<file path="config.mk">
export PLATFORM = sky130hd
export DESIGN_NAME = integer_to_radix_ascii_top
export DESIGN_NICKNAME = d
export VERILOG_FILES = /design/src/rtl/itoa_pkg.sv /design/src/rtl/integer_to_radix_ascii_top.sv /design/src/rtl/itoa_fifo.sv /design/src/rtl/itoa_front.sv /design/src/rtl/itoa_back.sv
export SDC_FILE = /design/constraint.sdc
export NUM_CORES = 1
export LEC_CHECK = 0
export BUFFER_PORTS_ARGS = -buffer_cell sky130_fd_sc_hd__buf_4
export CORE_MARGIN = 3
export CORE_UTILIZATION = 40
export DETAILED_ROUTE_END_ITERATION = 12
export GPL_TIMING_DRIVEN = 0
export PLACE_DENSITY_LB_ADDON = 0.15
export SYNTH_ARGS = -nofsm -noshare
export SYNTH_HDL_FRONTEND = slang
export SYNTH_SLANG_ARGS = --single-unit
</file>
<file path="constraint.sdc">
create_clock -name clk_i -period 19.75 [get_ports clk_i]
set_input_delay 0.9875 -clock clk_i [delete_from_list [all_inputs] [get_ports clk_i]]
set_output_delay 0.9875 -clock clk_i [all_outputs]
set_load 0.1 [all_outputs]
</file>
<file path="src/rtl/itoa_pkg.sv">
`timescale 1ns / 1ps
`default_nettype none

package itoa_pkg;

  localparam int unsigned VALUE_BITS_DEF = 64;
  localparam int unsigned VALUE_W        = 64;
  localparam int unsigned RADIX_W        = 5;
  localparam int unsigned DIGIT_W        = 4;
  localparam int unsigned CHAR_W         = 8;
  localparam int unsigned CFG_IDX_W      = 1;
  localparam int unsigned CFG_DATA_W     = RADIX_W;
  localparam int unsigned DIV_STEP       = 8;
  localparam int unsigned JOB_DEPTH      = 2;
  localparam int unsigned OUT_DEPTH      = 4;

  localparam logic [RADIX_W-1:0] RADIX_MIN   = 5'd2;
  localparam logic [RADIX_W-1:0] RADIX_MAX   = 5'd16;
  localparam logic [RADIX_W-1:0] RADIX_DEC   = 5'd10;
  localparam logic [RADIX_W-1:0] RADIX_RESET = 5'd10;

  localparam logic [CHAR_W-1:0] CHAR_NUL     = 8'h00;
  localparam logic [CHAR_W-1:0] CHAR_MINUS   = 8'h2d;
  localparam logic [CHAR_W-1:0] CHAR_ZERO    = 8'h30;
  localparam logic [CHAR_W-1:0] CHAR_UP_BASE = 8'h37;
  localparam logic [CHAR_W-1:0] CHAR_LO_BASE = 8'h57;
  localparam logic [DIGIT_W-1:0] DIGIT_TEN   = 4'd10;

  typedef enum logic [CFG_IDX_W-1:0] {
    REG_RADIX = 1'b0,
    REG_UPPER = 1'b1
  } cfg_reg_e;

  typedef enum logic [2:0] {
    ST_IDLE,
    ST_DIV,
    ST_SIGN,
    ST_DIGITS,
    ST_ERR
  } back_state_e;

  typedef enum logic [1:0] {
    KIND_DIGIT,
    KIND_MINUS,
    KIND_ERROR
  } char_kind_e;

  typedef struct packed {
    logic               err;
    logic               neg_sign;
    logic               upper;
    logic [RADIX_W-1:0] radix;
  } job_ctrl_t;

  typedef struct packed {
    logic [CHAR_W-1:0] character;
    logic              last;
    logic              error;
  } out_item_t;

  function automatic logic [CHAR_W-1:0] digit_char(input logic [DIGIT_W-1:0] d,
                                                   input logic upper);
    logic [CHAR_W-1:0] ext;
    ext = {{(CHAR_W-DIGIT_W){1'b0}}, d};
    if (d < DIGIT_TEN) begin
      return CHAR_ZERO + ext;
    end
    return (upper ? CHAR_UP_BASE : CHAR_LO_BASE) + ext;
  endfunction

endpackage

`default_nettype wire

</file>
<file path="src/rtl/integer_to_radix_ascii_top.sv">
`timescale 1ns / 1ps
`default_nettype none

// channel   | ports                                 | transaction when
// ----------+---------------------------------------+-------------------------------
// input     | push, full, value_i                   | push && !full
// result    | empty, pop, character_o, last_o,      | pop && !empty
//           | error_o                               |
// config    | wr_en_i, wr_idx_i, wr_data_i          | wr_en_i (0 radix, 1 upper_case)
//
// each digit is one division of the value by the radix in the 8-bit-per-cycle divider
// two input transactions queue ahead of the converter, four characters behind it
// reset brings radix to 10, lower case letters and both queues empty

module integer_to_radix_ascii_top #(
  parameter int unsigned VALUE_BITS = itoa_pkg::VALUE_BITS_DEF
) (
  input  wire logic                            clk_i,
  input  wire logic                            rst_ni,
  input  wire logic                            wr_en_i,
  input  wire logic [itoa_pkg::CFG_IDX_W-1:0]  wr_idx_i,
  input  wire logic [itoa_pkg::CFG_DATA_W-1:0] wr_data_i,
  input  wire logic                            push,
  output logic                                 full,
  input  wire logic [itoa_pkg::VALUE_W-1:0]    value_i,
  output logic                                 empty,
  input  wire logic                            pop,
  output logic [itoa_pkg::CHAR_W-1:0]          character_o,
  output logic                                 last_o,
  output logic                                 error_o
);

  import itoa_pkg::*;

  localparam int unsigned JOB_W = $bits(job_ctrl_t) + VALUE_BITS;
  localparam int unsigned OUT_W = $bits(out_item_t);

  logic                  job_push;
  job_ctrl_t             front_ctrl;
  logic [VALUE_BITS-1:0] front_mag;
  logic [JOB_W-1:0]      job_rd_data;
  logic                  job_empty;
  logic                  job_pop;
  job_ctrl_t             back_ctrl;
  logic [VALUE_BITS-1:0] back_mag;
  logic                  out_full;
  logic                  out_push;
  out_item_t             back_item;
  out_item_t             head_item;

  itoa_front #(
    .VALUE_BITS(VALUE_BITS)
  ) u_front (
    .clk_i      (clk_i),
    .rst_ni     (rst_ni),
    .wr_en_i    (wr_en_i),
    .wr_idx_i   (wr_idx_i),
    .wr_data_i  (wr_data_i),
    .push_i     (push),
    .value_i    (value_i),
    .job_full_i (full),
    .job_push_o (job_push),
    .job_ctrl_o (front_ctrl),
    .job_mag_o  (front_mag)
  );

  itoa_fifo #(
    .WIDTH(JOB_W),
    .DEPTH(JOB_DEPTH)
  ) u_job_fifo (
    .clk_i     (clk_i),
    .rst_ni    (rst_ni),
    .wr_en_i   (job_push),
    .wr_data_i ({front_ctrl, front_mag}),
    .full_o    (full),
    .rd_en_i   (job_pop),
    .rd_data_o (job_rd_data),
    .empty_o   (job_empty)
  );

  assign back_ctrl = job_rd_data[JOB_W-1:VALUE_BITS];
  assign back_mag  = job_rd_data[VALUE_BITS-1:0];

  itoa_back #(
    .VALUE_BITS(VALUE_BITS)
  ) u_back (
    .clk_i       (clk_i),
    .rst_ni      (rst_ni),
    .job_valid_i (!job_empty),
    .job_ctrl_i  (back_ctrl),
    .job_mag_i   (back_mag),
    .job_pop_o   (job_pop),
    .out_full_i  (out_full),
    .out_push_o  (out_push),
    .out_item_o  (back_item)
  );

  itoa_fifo #(
    .WIDTH(OUT_W),
    .DEPTH(OUT_DEPTH)
  ) u_out_fifo (
    .clk_i     (clk_i),
    .rst_ni    (rst_ni),
    .wr_en_i   (out_push),
    .wr_data_i (back_item),
    .full_o    (out_full),
    .rd_en_i   (pop),
    .rd_data_o (head_item),
    .empty_o   (empty)
  );

  assign character_o = head_item.character;
  assign last_o      = head_item.last;
  assign error_o     = head_item.error;

endmodule

`default_nettype wire

</file>
<file path="src/rtl/itoa_fifo.sv">
`timescale 1ns / 1ps
`default_nettype none

module itoa_fifo #(
  parameter int unsigned WIDTH = 8,
  parameter int unsigned DEPTH = 2
) (
  input  wire logic             clk_i,
  input  wire logic             rst_ni,
  input  wire logic             wr_en_i,
  input  wire logic [WIDTH-1:0] wr_data_i,
  output logic                  full_o,
  input  wire logic             rd_en_i,
  output logic [WIDTH-1:0]      rd_data_o,
  output logic                  empty_o
);

  localparam int unsigned PTR_W = (DEPTH > 1) ? $clog2(DEPTH) : 1;
  localparam int unsigned CNT_W = $clog2(DEPTH + 1);

  logic [WIDTH-1:0] mem_q [DEPTH];
  logic [PTR_W-1:0] wr_ptr_q, wr_ptr_d;
  logic [PTR_W-1:0] rd_ptr_q, rd_ptr_d;
  logic [CNT_W-1:0] cnt_q, cnt_d;
  logic             do_wr, do_rd;

  assign full_o    = (cnt_q == CNT_W'(DEPTH));
  assign empty_o   = (cnt_q == '0);
  assign do_wr     = wr_en_i && !full_o;
  assign do_rd     = rd_en_i && !empty_o;
  assign rd_data_o = mem_q[rd_ptr_q];

  always_comb begin
    wr_ptr_d = wr_ptr_q;
    rd_ptr_d = rd_ptr_q;
    cnt_d    = cnt_q;
    if (do_wr) begin
      wr_ptr_d = (wr_ptr_q == PTR_W'(DEPTH - 1)) ? '0 : wr_ptr_q + 1'b1;
    end
    if (do_rd) begin
      rd_ptr_d = (rd_ptr_q == PTR_W'(DEPTH - 1)) ? '0 : rd_ptr_q + 1'b1;
    end
    if (do_wr && !do_rd) begin
      cnt_d = cnt_q + 1'b1;
    end else if (do_rd && !do_wr) begin
      cnt_d = cnt_q - 1'b1;
    end
  end

  always_ff @(posedge clk_i or negedge rst_ni) begin
    if (!rst_ni) begin
      wr_ptr_q <= '0;
      rd_ptr_q <= '0;
      cnt_q    <= '0;
    end else begin
      wr_ptr_q <= wr_ptr_d;
      rd_ptr_q <= rd_ptr_d;
      cnt_q    <= cnt_d;
    end
  end

  always_ff @(posedge clk_i) begin
    if (do_wr) begin
      mem_q[wr_ptr_q] <= wr_data_i;
    end
  end

endmodule

`default_nettype wire

</file>
<file path="src/rtl/itoa_front.sv">
`timescale 1ns / 1ps
`default_nettype none

module itoa_front #(
  parameter int unsigned VALUE_BITS = itoa_pkg::VALUE_BITS_DEF
) (
  input  wire logic                             clk_i,
  input  wire logic                             rst_ni,
  input  wire logic                             wr_en_i,
  input  wire logic [itoa_pkg::CFG_IDX_W-1:0]   wr_idx_i,
  input  wire logic [itoa_pkg::CFG_DATA_W-1:0]  wr_data_i,
  input  wire logic                             push_i,
  input  wire logic [itoa_pkg::VALUE_W-1:0]     value_i,
  input  wire logic                             job_full_i,
  output logic                                  job_push_o,
  output itoa_pkg::job_ctrl_t                   job_ctrl_o,
  output logic [VALUE_BITS-1:0]                 job_mag_o
);

  import itoa_pkg::*;

  logic [RADIX_W-1:0]    radix_q;
  logic                  upper_q;
  logic [VALUE_BITS-1:0] raw;
  logic                  neg;

  always_ff @(posedge clk_i or negedge rst_ni) begin
    if (!rst_ni) begin
      radix_q <= RADIX_RESET;
      upper_q <= 1'b0;
    end else if (wr_en_i) begin
      unique case (wr_idx_i)
        REG_RADIX: radix_q <= wr_data_i[RADIX_W-1:0];
        REG_UPPER: upper_q <= wr_data_i[0];
        default:   ;
      endcase
    end
  end

  // two's complement negate also covers the most negative value
  assign raw        = value_i[VALUE_BITS-1:0];
  assign neg        = raw[VALUE_BITS-1];
  assign job_mag_o  = neg ? (~raw + 1'b1) : raw;
  assign job_push_o = push_i && !job_full_i;

  always_comb begin
    job_ctrl_o.err      = (radix_q < RADIX_MIN) || (radix_q > RADIX_MAX);
    job_ctrl_o.neg_sign = neg && (radix_q == RADIX_DEC);
    job_ctrl_o.upper    = upper_q;
    job_ctrl_o.radix    = radix_q;
  end

endmodule

`default_nettype wire

</file>
<file path="src/rtl/itoa_back.sv">
`timescale 1ns / 1ps
`default_nettype none

module itoa_back #(
  parameter int unsigned VALUE_BITS = itoa_pkg::VALUE_BITS_DEF
) (
  input  wire logic                  clk_i,
  input  wire logic                  rst_ni,
  input  wire logic                  job_valid_i,
  input  wire itoa_pkg::job_ctrl_t   job_ctrl_i,
  input  wire logic [VALUE_BITS-1:0] job_mag_i,
  output logic                       job_pop_o,
  input  wire logic                  out_full_i,
  output logic                       out_push_o,
  output itoa_pkg::out_item_t        out_item_o
);

  import itoa_pkg::*;

  localparam int unsigned CHUNKS = (VALUE_BITS + DIV_STEP - 1) / DIV_STEP;
  localparam int unsigned DIV_W  = CHUNKS * DIV_STEP;
  localparam int unsigned CNT_W  = (CHUNKS > 1) ? $clog2(CHUNKS) : 1;
  localparam int unsigned ADDR_W = $clog2(VALUE_BITS);
  localparam int unsigned ND_W   = $clog2(VALUE_BITS + 1);

  back_state_e         state_q, state_d;
  job_ctrl_t           ctrl_q;
  logic [DIV_W-1:0]    quo_q;
  logic [DIGIT_W-1:0]  rem_q;
  logic [CNT_W-1:0]    chunk_q;
  logic [ND_W-1:0]     nd_q;
  logic [ADDR_W-1:0]   rd_ptr_q;
  logic [DIGIT_W-1:0]  digit_mem [VALUE_BITS];
  logic [DIGIT_W-1:0]  rd_data_q;

  logic                s1_valid_q;
  char_kind_e          s1_kind_q;
  logic                s1_last_q;
  logic                s1_upper_q;

  logic [DIV_W-1:0]    div_quo;
  logic [DIGIT_W-1:0]  div_rem;
  logic                div_done;
  logic                s1_adv;
  logic                issue;
  char_kind_e          issue_kind;
  logic                issue_last;
  logic                load;

  // eight restoring division steps per cycle, quotient bits shift in from the bottom
  always_comb begin : div_step
    logic [DIGIT_W:0] r;
    logic [DIV_W-1:0] q;
    r = {1'b0, rem_q};
    q = quo_q;
    for (int i = 0; i < DIV_STEP; i++) begin
      r = {r[DIGIT_W-1:0], q[DIV_W-1]};
      q = {q[DIV_W-2:0], 1'b0};
      if (r >= ctrl_q.radix) begin
        r    = r - ctrl_q.radix;
        q[0] = 1'b1;
      end
    end
    div_quo = q;
    div_rem = r[DIGIT_W-1:0];
  end

  assign div_done = (chunk_q == CNT_W'(CHUNKS - 1));
  assign s1_adv   = !s1_valid_q || !out_full_i;

  // next state
  always_comb begin
    state_d = state_q;
    unique case (state_q)
      ST_IDLE: begin
        if (job_valid_i) begin
          state_d = job_ctrl_i.err ? ST_ERR : ST_DIV;
        end
      end
      ST_DIV: begin
        if (div_done && (div_quo == '0)) begin
          state_d = ctrl_q.neg_sign ? ST_SIGN : ST_DIGITS;
        end
      end
      ST_SIGN: begin
        if (issue) begin
          state_d = ST_DIGITS;
        end
      end
      ST_DIGITS: begin
        if (issue && (rd_ptr_q == '0)) begin
          state_d = ST_IDLE;
        end
      end
      ST_ERR: begin
        if (issue) begin
          state_d = ST_IDLE;
        end
      end
      default: state_d = ST_IDLE;
    endcase
  end

  // outputs of the sequencer
  always_comb begin
    issue      = 1'b0;
    issue_kind = KIND_DIGIT;
    issue_last = 1'b0;
    load       = 1'b0;
    unique case (state_q)
      ST_IDLE: begin
        load = job_valid_i;
      end
      ST_DIV: ;
      ST_SIGN: begin
        issue      = s1_adv;
        issue_kind = KIND_MINUS;
      end
      ST_DIGITS: begin
        issue      = s1_adv;
        issue_last = (rd_ptr_q == '0);
      end
      ST_ERR: begin
        issue      = s1_adv;
        issue_kind = KIND_ERROR;
        issue_last = 1'b1;
      end
      default: ;
    endcase
  end

  assign job_pop_o = load;

  always_ff @(posedge clk_i or negedge rst_ni) begin
    if (!rst_ni) begin
      state_q    <= ST_IDLE;
      chunk_q    <= '0;
      nd_q       <= '0;
      rd_ptr_q   <= '0;
      s1_valid_q <= 1'b0;
    end else begin
      state_q <= state_d;
      if (load) begin
        chunk_q <= '0;
        nd_q    <= '0;
      end else if (state_q == ST_DIV) begin
        if (div_done) begin
          chunk_q  <= '0;
          nd_q     <= nd_q + 1'b1;
          rd_ptr_q <= nd_q[ADDR_W-1:0];
        end else begin
          chunk_q <= chunk_q + 1'b1;
        end
      end else if (issue && (state_q == ST_DIGITS)) begin
        rd_ptr_q <= rd_ptr_q - 1'b1;
      end
      if (s1_adv) begin
        s1_valid_q <= issue;
      end
    end
  end

  always_ff @(posedge clk_i) begin
    if (load) begin
      ctrl_q <= job_ctrl_i;
      quo_q  <= DIV_W'(job_mag_i);
      rem_q  <= '0;
    end else if (state_q == ST_DIV) begin
      quo_q <= div_quo;
      rem_q <= div_done ? '0 : div_rem;
    end
    if (s1_adv) begin
      s1_kind_q  <= issue_kind;
      s1_last_q  <= issue_last;
      s1_upper_q <= ctrl_q.upper;
    end
  end

  // digit stack, least significant digit at address 0
  always_ff @(posedge clk_i) begin
    if ((state_q == ST_DIV) && div_done) begin
      digit_mem[nd_q[ADDR_W-1:0]] <= div_rem;
    end
    if (issue && (state_q == ST_DIGITS)) begin
      rd_data_q <= digit_mem[rd_ptr_q];
    end
  end

  assign out_push_o = s1_valid_q && !out_full_i;

  always_comb begin
    out_item_o.last  = s1_last_q;
    out_item_o.error = (s1_kind_q == KIND_ERROR);
    case (s1_kind_q)
      KIND_DIGIT: out_item_o.character = digit_char(rd_data_q, s1_upper_q);
      KIND_MINUS: out_item_o.character = CHAR_MINUS;
      default:    out_item_o.character = CHAR_NUL;
    endcase
  end

endmodule

`default_nettype wire

</file>
# == Yosys cells after proc, flatten, opt, wreduce, memory -nomap -nowiden ==
# Memory sizes are Yosys's and may differ from the RTL's. A register that Yosys moved wholly into a read port is not among the register bits.
# Cells that the tools add are included.
# totals
register_bits,116
ramBits,440
out_inout_bits,12
wordCells,182
n_memories,3
# mem_list
memory,depth,width,rd,rd_ports_with_merged_regs,write_ports,line,text
u_back.digit_mem,64,4,1,1,1,itoa_back.sv:33,logic [DIGIT_W-1:0] digit_mem [VALUE_BITS];
u_job_fifo.mem_q,2,72,1,0,1,itoa_fifo.sv:21,logic [WIDTH-1:0] mem_q [DEPTH];
u_out_fifo.mem_q,4,10,1,0,1,itoa_fifo.sv:21,
# op_classes
n_addsub,22
order_cmp,11
n_eq_ne,18
muxes,61
n_bitwise,3
n_reduce_logical,43
# ops
op,n
64-bit two-way mux,3
"64-bit by 1-bit adder with 64-bit output, second input constant",1
64-bit logical NOT,1
64-bit inverter,1
5-bit greater-or-equal comparator,8
4-bit two-way mux,9
3-bit two-way mux,11
4-bit subtractor,8
7-bit two-way mux,4
1-bit two-way mux,21
6-bit two-way mux,3
8-bit two-way mux,2
8-bit one-hot mux with 2 select lines,1
1-bit logical AND,15
3-bit one-hot mux with 5 select lines,1
"2-bit by 1-bit inequality test with 1-bit output, second input constant",5
2-bit nonzero test,5
"3-bit equality test, second input constant",3
1-bit logical NOT,9
8-bit by 4-bit adder with 8-bit output,1
"2-bit equality test, second input constant",4
2-bit two-way mux,4
"6-bit by 4-bit adder with 7-bit output, first input constant",1
"7-bit by 1-bit adder with 7-bit output, second input constant",1
25 further kinds,36

# == Logic depth before layout (Yosys ltp) ==
# Gate-level depths: netlist of run 1.
# depth
ltp_word,20
ltp_mapped,52
mapped_depth_nobuf,51

# == Hierarchy ==
# A second synthesis of run 1 with hierarchy kept.
# hier_totals
hier_cells,1744
area_unflattened_um2,25864.8
# by_module_without_submodules
module,n_inst,cells_per_inst,area_each_um2,seq_area_each_um2
itoa_back,1,1170,16412.0,10615.2
itoa_fifo at u_job_fifo,1,243,5741.8,4424.2
itoa_fifo at u_out_fifo,1,89,1885.6,1376.3
itoa_front,1,241,1821.7,152.6
integer_to_radix_ascii_top,1,1,3.8,0.0

# == Least setup slack after synthesis of run 1 ==
# OpenSTA, ideal clock, no wires.
# synth_timing
kind,register to register
startpoint,register u_back.ctrl_q[1] (netlist name)
endpoint,"memory u_back.digit_mem[0][1], data pin"
setup_ns,0.571
arrival_ns,11.999
t_required_ns,19.179
setup_slack_ns,7.181
stages_incl_launch_ff,46
n_path_buf,1
cell_sequence,edfxtp_1 inv_1 ha_1 nand2_1 o21ai_0 a2111oi_0 nor4_1 inv_1 ha_1 a21o_1 a31oi_1 o21a_1 mux2i_1 ha_1 a31oi_1 o21ai_0 clkbuf_1 nor2_1 (+10 left out) o21ai_0 nor2_1 a21oi_1 ha_1 and4_1 or4_1 o211ai_1 inv_1 ha_1 a31oi_1 o21ai_1 mux2_2 inv_1 ha_1 a21o_1 a31oi_1 o21ai_1 mux2i_1
# synth_between
elab_chain_len,16
word_cells_on_any_way,24
cone_classes,add/sub: 8; order compare: 8; mux: 8
# synth_rtl
element,line,text
from (decl),itoa_back.sv:27,job_ctrl_t ctrl_q;
from (signal assigned),itoa_back.sv:165,ctrl_q <= job_ctrl_i;
4-bit subtractor or 5-bit greater-or-equal comparator (tied branches),"itoa_back.sv:60, itoa_back.sv:59",
4-bit two-way mux,itoa_back.sv:59,if (r >= ctrl_q.radix) begin
4-bit subtractor or 5-bit greater-or-equal comparator (tied branches),"itoa_back.sv:60, itoa_back.sv:59",
4-bit two-way mux,itoa_back.sv:59,
4-bit subtractor or 5-bit greater-or-equal comparator (tied branches),"itoa_back.sv:60, itoa_back.sv:59",
4-bit two-way mux,itoa_back.sv:59,
5-bit greater-or-equal comparator or 4-bit subtractor (tied branches),"itoa_back.sv:59, itoa_back.sv:60",
4-bit two-way mux,itoa_back.sv:59,
4-bit subtractor or 5-bit greater-or-equal comparator (tied branches),"itoa_back.sv:60, itoa_back.sv:59",
4-bit two-way mux,itoa_back.sv:59,
4-bit subtractor or 5-bit greater-or-equal comparator (tied branches),"itoa_back.sv:60, itoa_back.sv:59",
4-bit two-way mux,itoa_back.sv:59,
5-bit greater-or-equal comparator or 4-bit subtractor (tied branches),"itoa_back.sv:59, itoa_back.sv:60",
4-bit two-way mux,itoa_back.sv:59,
4-bit subtractor or 5-bit greater-or-equal comparator (tied branches),"itoa_back.sv:60, itoa_back.sv:59",
4-bit two-way mux *,itoa_back.sv:59,
net u_back.div_step.r[1],itoa_back.sv:52,logic [DIGIT_W:0] r;
to (decl),itoa_back.sv:33,
# Mark *: on every way through the listed nets, which the timed path passes. The rest lies on a longest branch.

# == Final worst setup path of run 1 ==
# layout_timing
startpoint,register u_back.ctrl_q[1] (netlist name)
endpoint,"memory u_back.digit_mem[13][2], data pin"
# The elaborated chain is that of the path after synthesis.

==> metrics.md, run 1 <==
| Metric | Value |
|---|---|
| Hold violation total from the final report | `0` |
| Primary FF master, synth | `edfxtp_1` |
| Fillers | `5448` |
| FFs w/ async S/R, synth | `6.486%` |
| Worst-case clock buffer depth | `3` |
| Post-Layout Cell Count | `2799` |
| Initial antenna violation count | `0` |
| Mapped Nets | `1901` |
| CP Launch Type | `flip-flop` |
| Max Slew Vio Count | `0` |
| Yosys cell types | `78` |
| GR Overflow Total | `0` |
| Crit Path Class | `flip-flop to flip-flop` |
| Most common cell on crit path | `ha_1` |
| Largest net degree at the start of global routing | `66` |
| Die ar. | `66000 sq um` |
| CTS tree | `yes` |
| Initial DRC count | `942` |
| Share of cells above drive strength 1 | `14.63%` |
| Drt first pass iters | `8` |
| WL/cell | `21.16 microns` |
| Synthesis warning total | `0` |
| Commonest non-fill, non-tap cell in the layout | `edfxtp_1` |
| FF+latch count, synth | `555` |
| Register area share after synthesis | `65.32%` |
| Placed wire-length estimate | `42.39 mm` |
| Drc violations | `0` |
| Min-Delay Path Class | `primary input to asynchronous set/reset pin` |
| Cell row count | `91` |
| Post-synth EDFFs | `515` |
| Critical-path top delay cell | `mux2_2` |
| CP top delay family | `compound AO/OA/AOI/OAI gates` |
| Worst Setup End Kind | `flip-flop` |
| Ant diodes | `0` |
| Chip Width | `256.9 microns` |
| Clock Skew | `49.88 ps` |
| Most frequent cells in the layout | `edfxtp_1 (515), nor2_1 (134), mux2i_1 (132)` |
| Final period util | `75.16%` |
| CTS buffer count | `59` |
| PortBufs | `84` |
| Crit path time final | `14840 ps` |
| Gpl congestion | `0.8789` |
| DR vias | `15014` |
| Max-cap viol count | `0` |
| Largest stage delay on the critical path | `1180 ps` |
| Status | `complete, no violations` |
| Fmax | `0.06737 GHz` |
| Hold-fix buffers at CTS | `0` |
| Worst Path Max Fanout | `65` |
| Final Util | `46.91%` |
| H-tree levels | `2` |
| Arrival @ worst endpoint | `15060 ps` |
| Initial core utilization | `40.66%` |
| Synth Instances | `1763` |
| CTS root buffer | `clkbuf_16` |
| Mapped Area | `25180 sq um` |
| Total clock sinks | `555` |
| Vias per inst | `5.364` |
| Placeable Area | `61940 sq um` |
| # IOs | `87` |
| Final setup violation count | `0` |
| Die Height | `256.9 microns` |
| Routing usage on met1 | `24.42%` |
| GR Util All Layers | `17.87%` |
| Vias in the first global route | `15298` |
| WP buf/inv | `4` |
| Area grow syn2layout | `15.37%` |
| Drt total wl | `59.24 mm` |
| Syn avg cell area | `14.28 sq um` |
| Global routing's busiest layer | `met2` |
| CTS-repair resized insts | `0` |
| Grt met3 use | `2.608%` |
| Clock Pin Slew Worst Setup and Hold Paths | `60 ps` |
| Placed cells | `2692` |
| RSZ-0062 raised after global routing | `no` |
| # Post-CTS Setup Buffers | `0` |
| Worst endpoint required time | `19960 ps` |
| Slew @ Worst Pin | `1343 ps` |
| Grt met2 use | `29.87%` |
| Fin nets | `2054` |
| First-pass GRT wire length | `91.29 mm` |
| Fin Setup TNS | `0 ps` |
| Final ANT Viol Nets | `0` |
| Headroom to the max-slew limit | `9.251%` |
| Worst-skew pair later-pin latency | `640 ps` |
cells by family after synthesis:
family,Yosys count,share of synthesized area (%)
buffers and inverters,127,1.953
and+or+nand+nor,429,8.397
other,1,0.01489
xor gates and xnor gates,89,3.095
DFF,555,65.32
muxes,197,9.982
AOI/OAI and AO/OA,302,7.845
adders and majority gates,63,3.398
state kept, by name, summed over array words and instances, names as in the netlist, 4 cells and up:
register,count
u_back.rd_ptr_q,6
u_job_fifo.mem_q,144
u_back.quo_q,64
u_back.rem_q,4
u_back.rd_data_q,4
u_front.radix_q,5
u_back.digit_mem,256
u_back.nd_q,6
u_back.ctrl_q,7
u_out_fifo.mem_q,36
area by class of cell:
type	count	area [sq um]	area share, %
sequential	555	16450	56.62
clock inverter	28	354.1	1.219
timing repair buffer	92	820.8	2.825
tap	837	1047	3.605
inverter	48	180.2	0.6202
multi-input combinational	1081	8279	28.50
clock buffer	79	1612	5.547
buffer	79	311.5	1.072
path summary, 6_finish.rpt:
kind                                  startpoint                      end  slack, ps  cells past startpoint
worst max-delay path            u_back.ctrl_q[1]  u_back.digit_mem[13][2]       4910                     45
worst min-delay path                      rst_ni      u_job_fifo.cnt_q[0]        340                      1
worst max register to register  u_back.ctrl_q[1]  u_back.digit_mem[13][2]       4910                     45
worst min register to register   u_front.upper_q  u_job_fifo.mem_q[0][69]        490                      0
max in group asynchronous                 rst_ni       u_front.radix_q[2]      18950                      1
min in group clk_i               u_front.upper_q  u_job_fifo.mem_q[0][69]        490                      0
synth_stat cells (all sizes together) (5+ instances only):
| cell type | n | area [sq um] |
|---|---|---|
| edfxtp | 515 | 15460 |
| buf | 24 | 105.1 |
| inv | 47 | 176.4 |
| nor3 | 49 | 260.3 |
| nor2 | 135 | 506.7 |
| nand2 | 120 | 450.4 |
| o31ai | 19 | 147.6 |
| xnor2 | 76 | 665.6 |
| or4 | 13 | 116.4 |
| a21oi | 67 | 335.3 |
| nand2b | 15 | 93.84 |
| mux2i | 133 | 1331 |
| o221ai | 29 | 254.0 |
| nand3 | 19 | 112.6 |
| dfrtp | 34 | 850.8 |
| a22o | 5 | 43.79 |
| and4 | 5 | 43.79 |
| nor4 | 25 | 190.2 |
| mux2 | 23 | 259.0 |
| and2 | 7 | 43.79 |
| nor2b | 7 | 43.79 |
| a21o | 19 | 142.6 |
| fa | 9 | 180.2 |
| o21ai | 108 | 540.5 |
| xor2 | 13 | 113.9 |
| nand3b | 5 | 37.54 |
| clkbuf | 55 | 206.5 |
| a2111oi | 5 | 43.79 |
| mux4 | 41 | 923.4 |
| a31oi | 6 | 37.54 |
| o41ai | 14 | 182.7 |
| nand4 | 5 | 31.28 |
| or3 | 6 | 43.79 |
| ha | 54 | 675.7 |
| a211oi | 5 | 37.54 |
layer usage:
metal	vias to the layer above	part of all wire [%]	routed length, microns
met5	-	0	0
met4	0	2.4	1420
met3	90	4.8	2849
met2	378	48	28490
met1	7461	45	26480
li1	7085	-	-
stage by stage:
stage	setup slack, ps	instance area (sq um)	hold slack [ps]
after floorplan	7181	25180	400.3
after global placement	1901	26860	449.4
after detailed placement	4771	27090	473.5
after CTS	4713	29050	329.0
after global routing	3512	29050	353.8
final	4907	29050	337.9
Power of run 1 is not shown: default switching activity piles up to over one toggle a cycle in this logic, so the estimate is an artifact.
==> inputs of run 2 (changes only) <==
==> constraint.sdc (replaced) <==
create_clock -name clk_i -period 15 [get_ports clk_i]
set_input_delay 0.75 -clock clk_i [delete_from_list [all_inputs] [get_ports clk_i]]
set_output_delay 0.75 -clock clk_i [all_outputs]
set_load 0.1 [all_outputs]
==> run 2 against run 1 <==
Wire length barely moved. Clock-buffer cell count stayed put. Die area did not move. Global-route usage unchanged. Fmax rose by 9.3%. Flip-flop and latch count is the same. Cell count unchanged. Worst hold slack got worse by 230 ps. Final area is essentially flat. First-iteration DRC count down 0.96%. Critical path type unchanged. Critical endpoint is now u_back.digit_mem[26][0].
==> metrics.md, run 2 (synthesized netlist as in run 1, its figures left out) <==
| Metric | Value |
|---|---|
| Vias per inst | `5.352` |
| Drt first pass iters | `8` |
| Worst Path Max Fanout | `28` |
| Fmax | `0.07362 GHz` |
| Drc violations | `0` |
| WL/cell | `21.17 microns` |
| Worst-skew pair later-pin latency | `640 ps` |
| Routing usage on met1 | `24.43%` |
| H-tree levels | `2` |
| Arrival @ worst endpoint | `14060 ps` |
| Crit Path Class | `flip-flop to flip-flop` |
| R2R Setup Slk | `1420 ps` |
| Worst-case clock buffer depth | `3` |
| Final worst setup slack | `1417 ps` |
| Max Slew Vio Count | `0` |
| Most common cell on crit path | `ha_1` |
| Most frequent cells in the layout | `edfxtp_1 (515), nor2_1 (134), mux2i_1 (132)` |
| CTS tree | `yes` |
| Total clock sinks | `555` |
| WP buf/inv | `5` |
| Reg2reg end | `u_back.digit_mem[26][0]` |
| Slew @ Worst Pin | `1339 ps` |
| Critical-path top delay cell | `edfxtp_1` |
| Hold-fix buffers at CTS | `0` |
| Largest net degree at the start of global routing | `66` |
| Placeable Area | `61940 sq um` |
| Clock Skew | `49.59 ps` |
| Largest register FFs | `256` |
| CP Launch Type | `flip-flop` |
| Worst R2R Path Depth | `47` |
| Design Area, Final | `29070 sq um` |
| Capture point of the worst path | `u_back.digit_mem[26][0]` |
| RSZ-0062 raised after global routing | `no` |
| Fin nets | `2054` |
| Worst Setup SP | `u_back.ctrl_q[1]` |
| Post-Layout Cell Count | `2799` |
| Global routing's busiest layer | `met2` |
| CTS root buffer | `clkbuf_16` |
| Grt met2 use | `29.87%` |
| CTS buffer count | `59` |
| Final setup violation count | `0` |
| Ant diodes | `0` |
| Placed cells | `2692` |
| Chip Width | `256.9 microns` |
| Final period util | `90.55%` |
| Placed wire-length estimate | `42.39 mm` |
| Area grow syn2layout | `15.44%` |
| Drt total wl | `59.24 mm` |
| DR vias | `14980` |
| CP Depth | `47` |
| Clock Pin Slew Worst Setup and Hold Paths | `60 ps` |
| CP top delay family | `compound AO/OA/AOI/OAI gates` |
| PortBufs | `84` |
| Vias in the first global route | `15285` |
| Cell row count | `91` |
| Status | `complete, no violations` |
| Commonest non-fill, non-tap cell in the layout | `edfxtp_1` |
| Initial core utilization | `40.66%` |
| GR Overflow Total | `0` |
| Max-cap viol count | `0` |
| Final ANT Viol Nets | `0` |
| Fillers | `5450` |
| Min-Delay Path Class | `primary input to asynchronous set/reset pin` |
| # IOs | `87` |
| Final Util | `46.93%` |
| Crit path time final | `13580 ps` |
| Grt met3 use | `2.608%` |
| Reg-to-reg startpoint | `u_back.ctrl_q[1]` |
| GR Util All Layers | `17.87%` |
| Hold violation total from the final report | `0` |
| Worst Setup End Kind | `flip-flop` |
| First-pass GRT wire length | `91.29 mm` |
| Share of cells above drive strength 1 | `14.73%` |
| Largest stage delay on the critical path | `740 ps` |
| Worst slack, placed | `21.47 ps` |
| Initial DRC count | `933` |
| Placed Area | `27090 sq um` |
| Headroom to the max-slew limit | `9.532%` |
| Worst endpoint required time | `15480 ps` |
| Die ar. | `66000 sq um` |
| Die Height | `256.9 microns` |
| Initial antenna violation count | `0` |
| Gpl congestion | `0.8789` |
[run 2: cell types whose count changed in the layout (fill, tap and decap cells not counted)]
cell     previous run  this run
nor4_2              3         4
mux2_4              0         2
nor4_1             21        20
o21ai_2             0         1
o21ai_0           105       104
mux2_2             23        21
[run 2: how the worst min path moves through the flow]
| stage | start | end |
|---|---|---|
| global placement | u_front.upper_q | u_job_fifo.mem_q[0][69] |
| CTS | rst_ni | u_out_fifo.cnt_q[1] |
| detailed placement | u_front.upper_q | u_job_fifo.mem_q[1][69] |
| global route | rst_ni | u_job_fifo.cnt_q[0] |
| finish | rst_ni | u_job_fifo.cnt_q[0] |
| floorplan | u_back.ctrl_q[5] | u_back.s1_upper_q |
[run 2: worst reg2reg max path: cells and delay by family, from the launching register on]
kind	cells	cell delay, ps
AO/OA/AOI/OAI	24	6470
multiplexers	2	830
flip-flops	1	740
buffers and inverters	5	1100
adder cells (fa/ha/maj)	8	2560
AND/OR/NAND/NOR	8	1720
[run 2: layout make-up]
type                       instances  area, sq um  area share [%]
tap                              837         1047           3.602
multi-input combinational       1081         8297           28.54
timing repair buffer              92        820.8           2.823
clock inverter                    28        354.1           1.218
clock buffer                      79         1612           5.544
sequential                       555        16450           56.58
buffer                            79        311.5           1.072
inverter                          48        180.2          0.6198
[run 2: routing by layer]
layer / vias to the layer above / share of wire [%]
met5: - / 0
met4: 0 / 2.4
met3: 88 / 4.3
met2: 348 / 48
met1: 7462 / 45
li1: 7082 / -
[run 2: through the flow]
stage,TNS [ps],hold slack [ps]
finish,0,105.3
global route,0,116.3
CTS,0,91.47
detailed placement,0,473.5
global placement,-365970,449.4
floorplan,0,400.3
[run 2: timing repair]
action | CTS | global route
setup buffers | 0 | 0
resized for setup | 2 | 3
hold endpoints to repair | 0 | 0
endpoints found under the setup margin | 19 | 261
Power of run 2 is left out for the same reason.
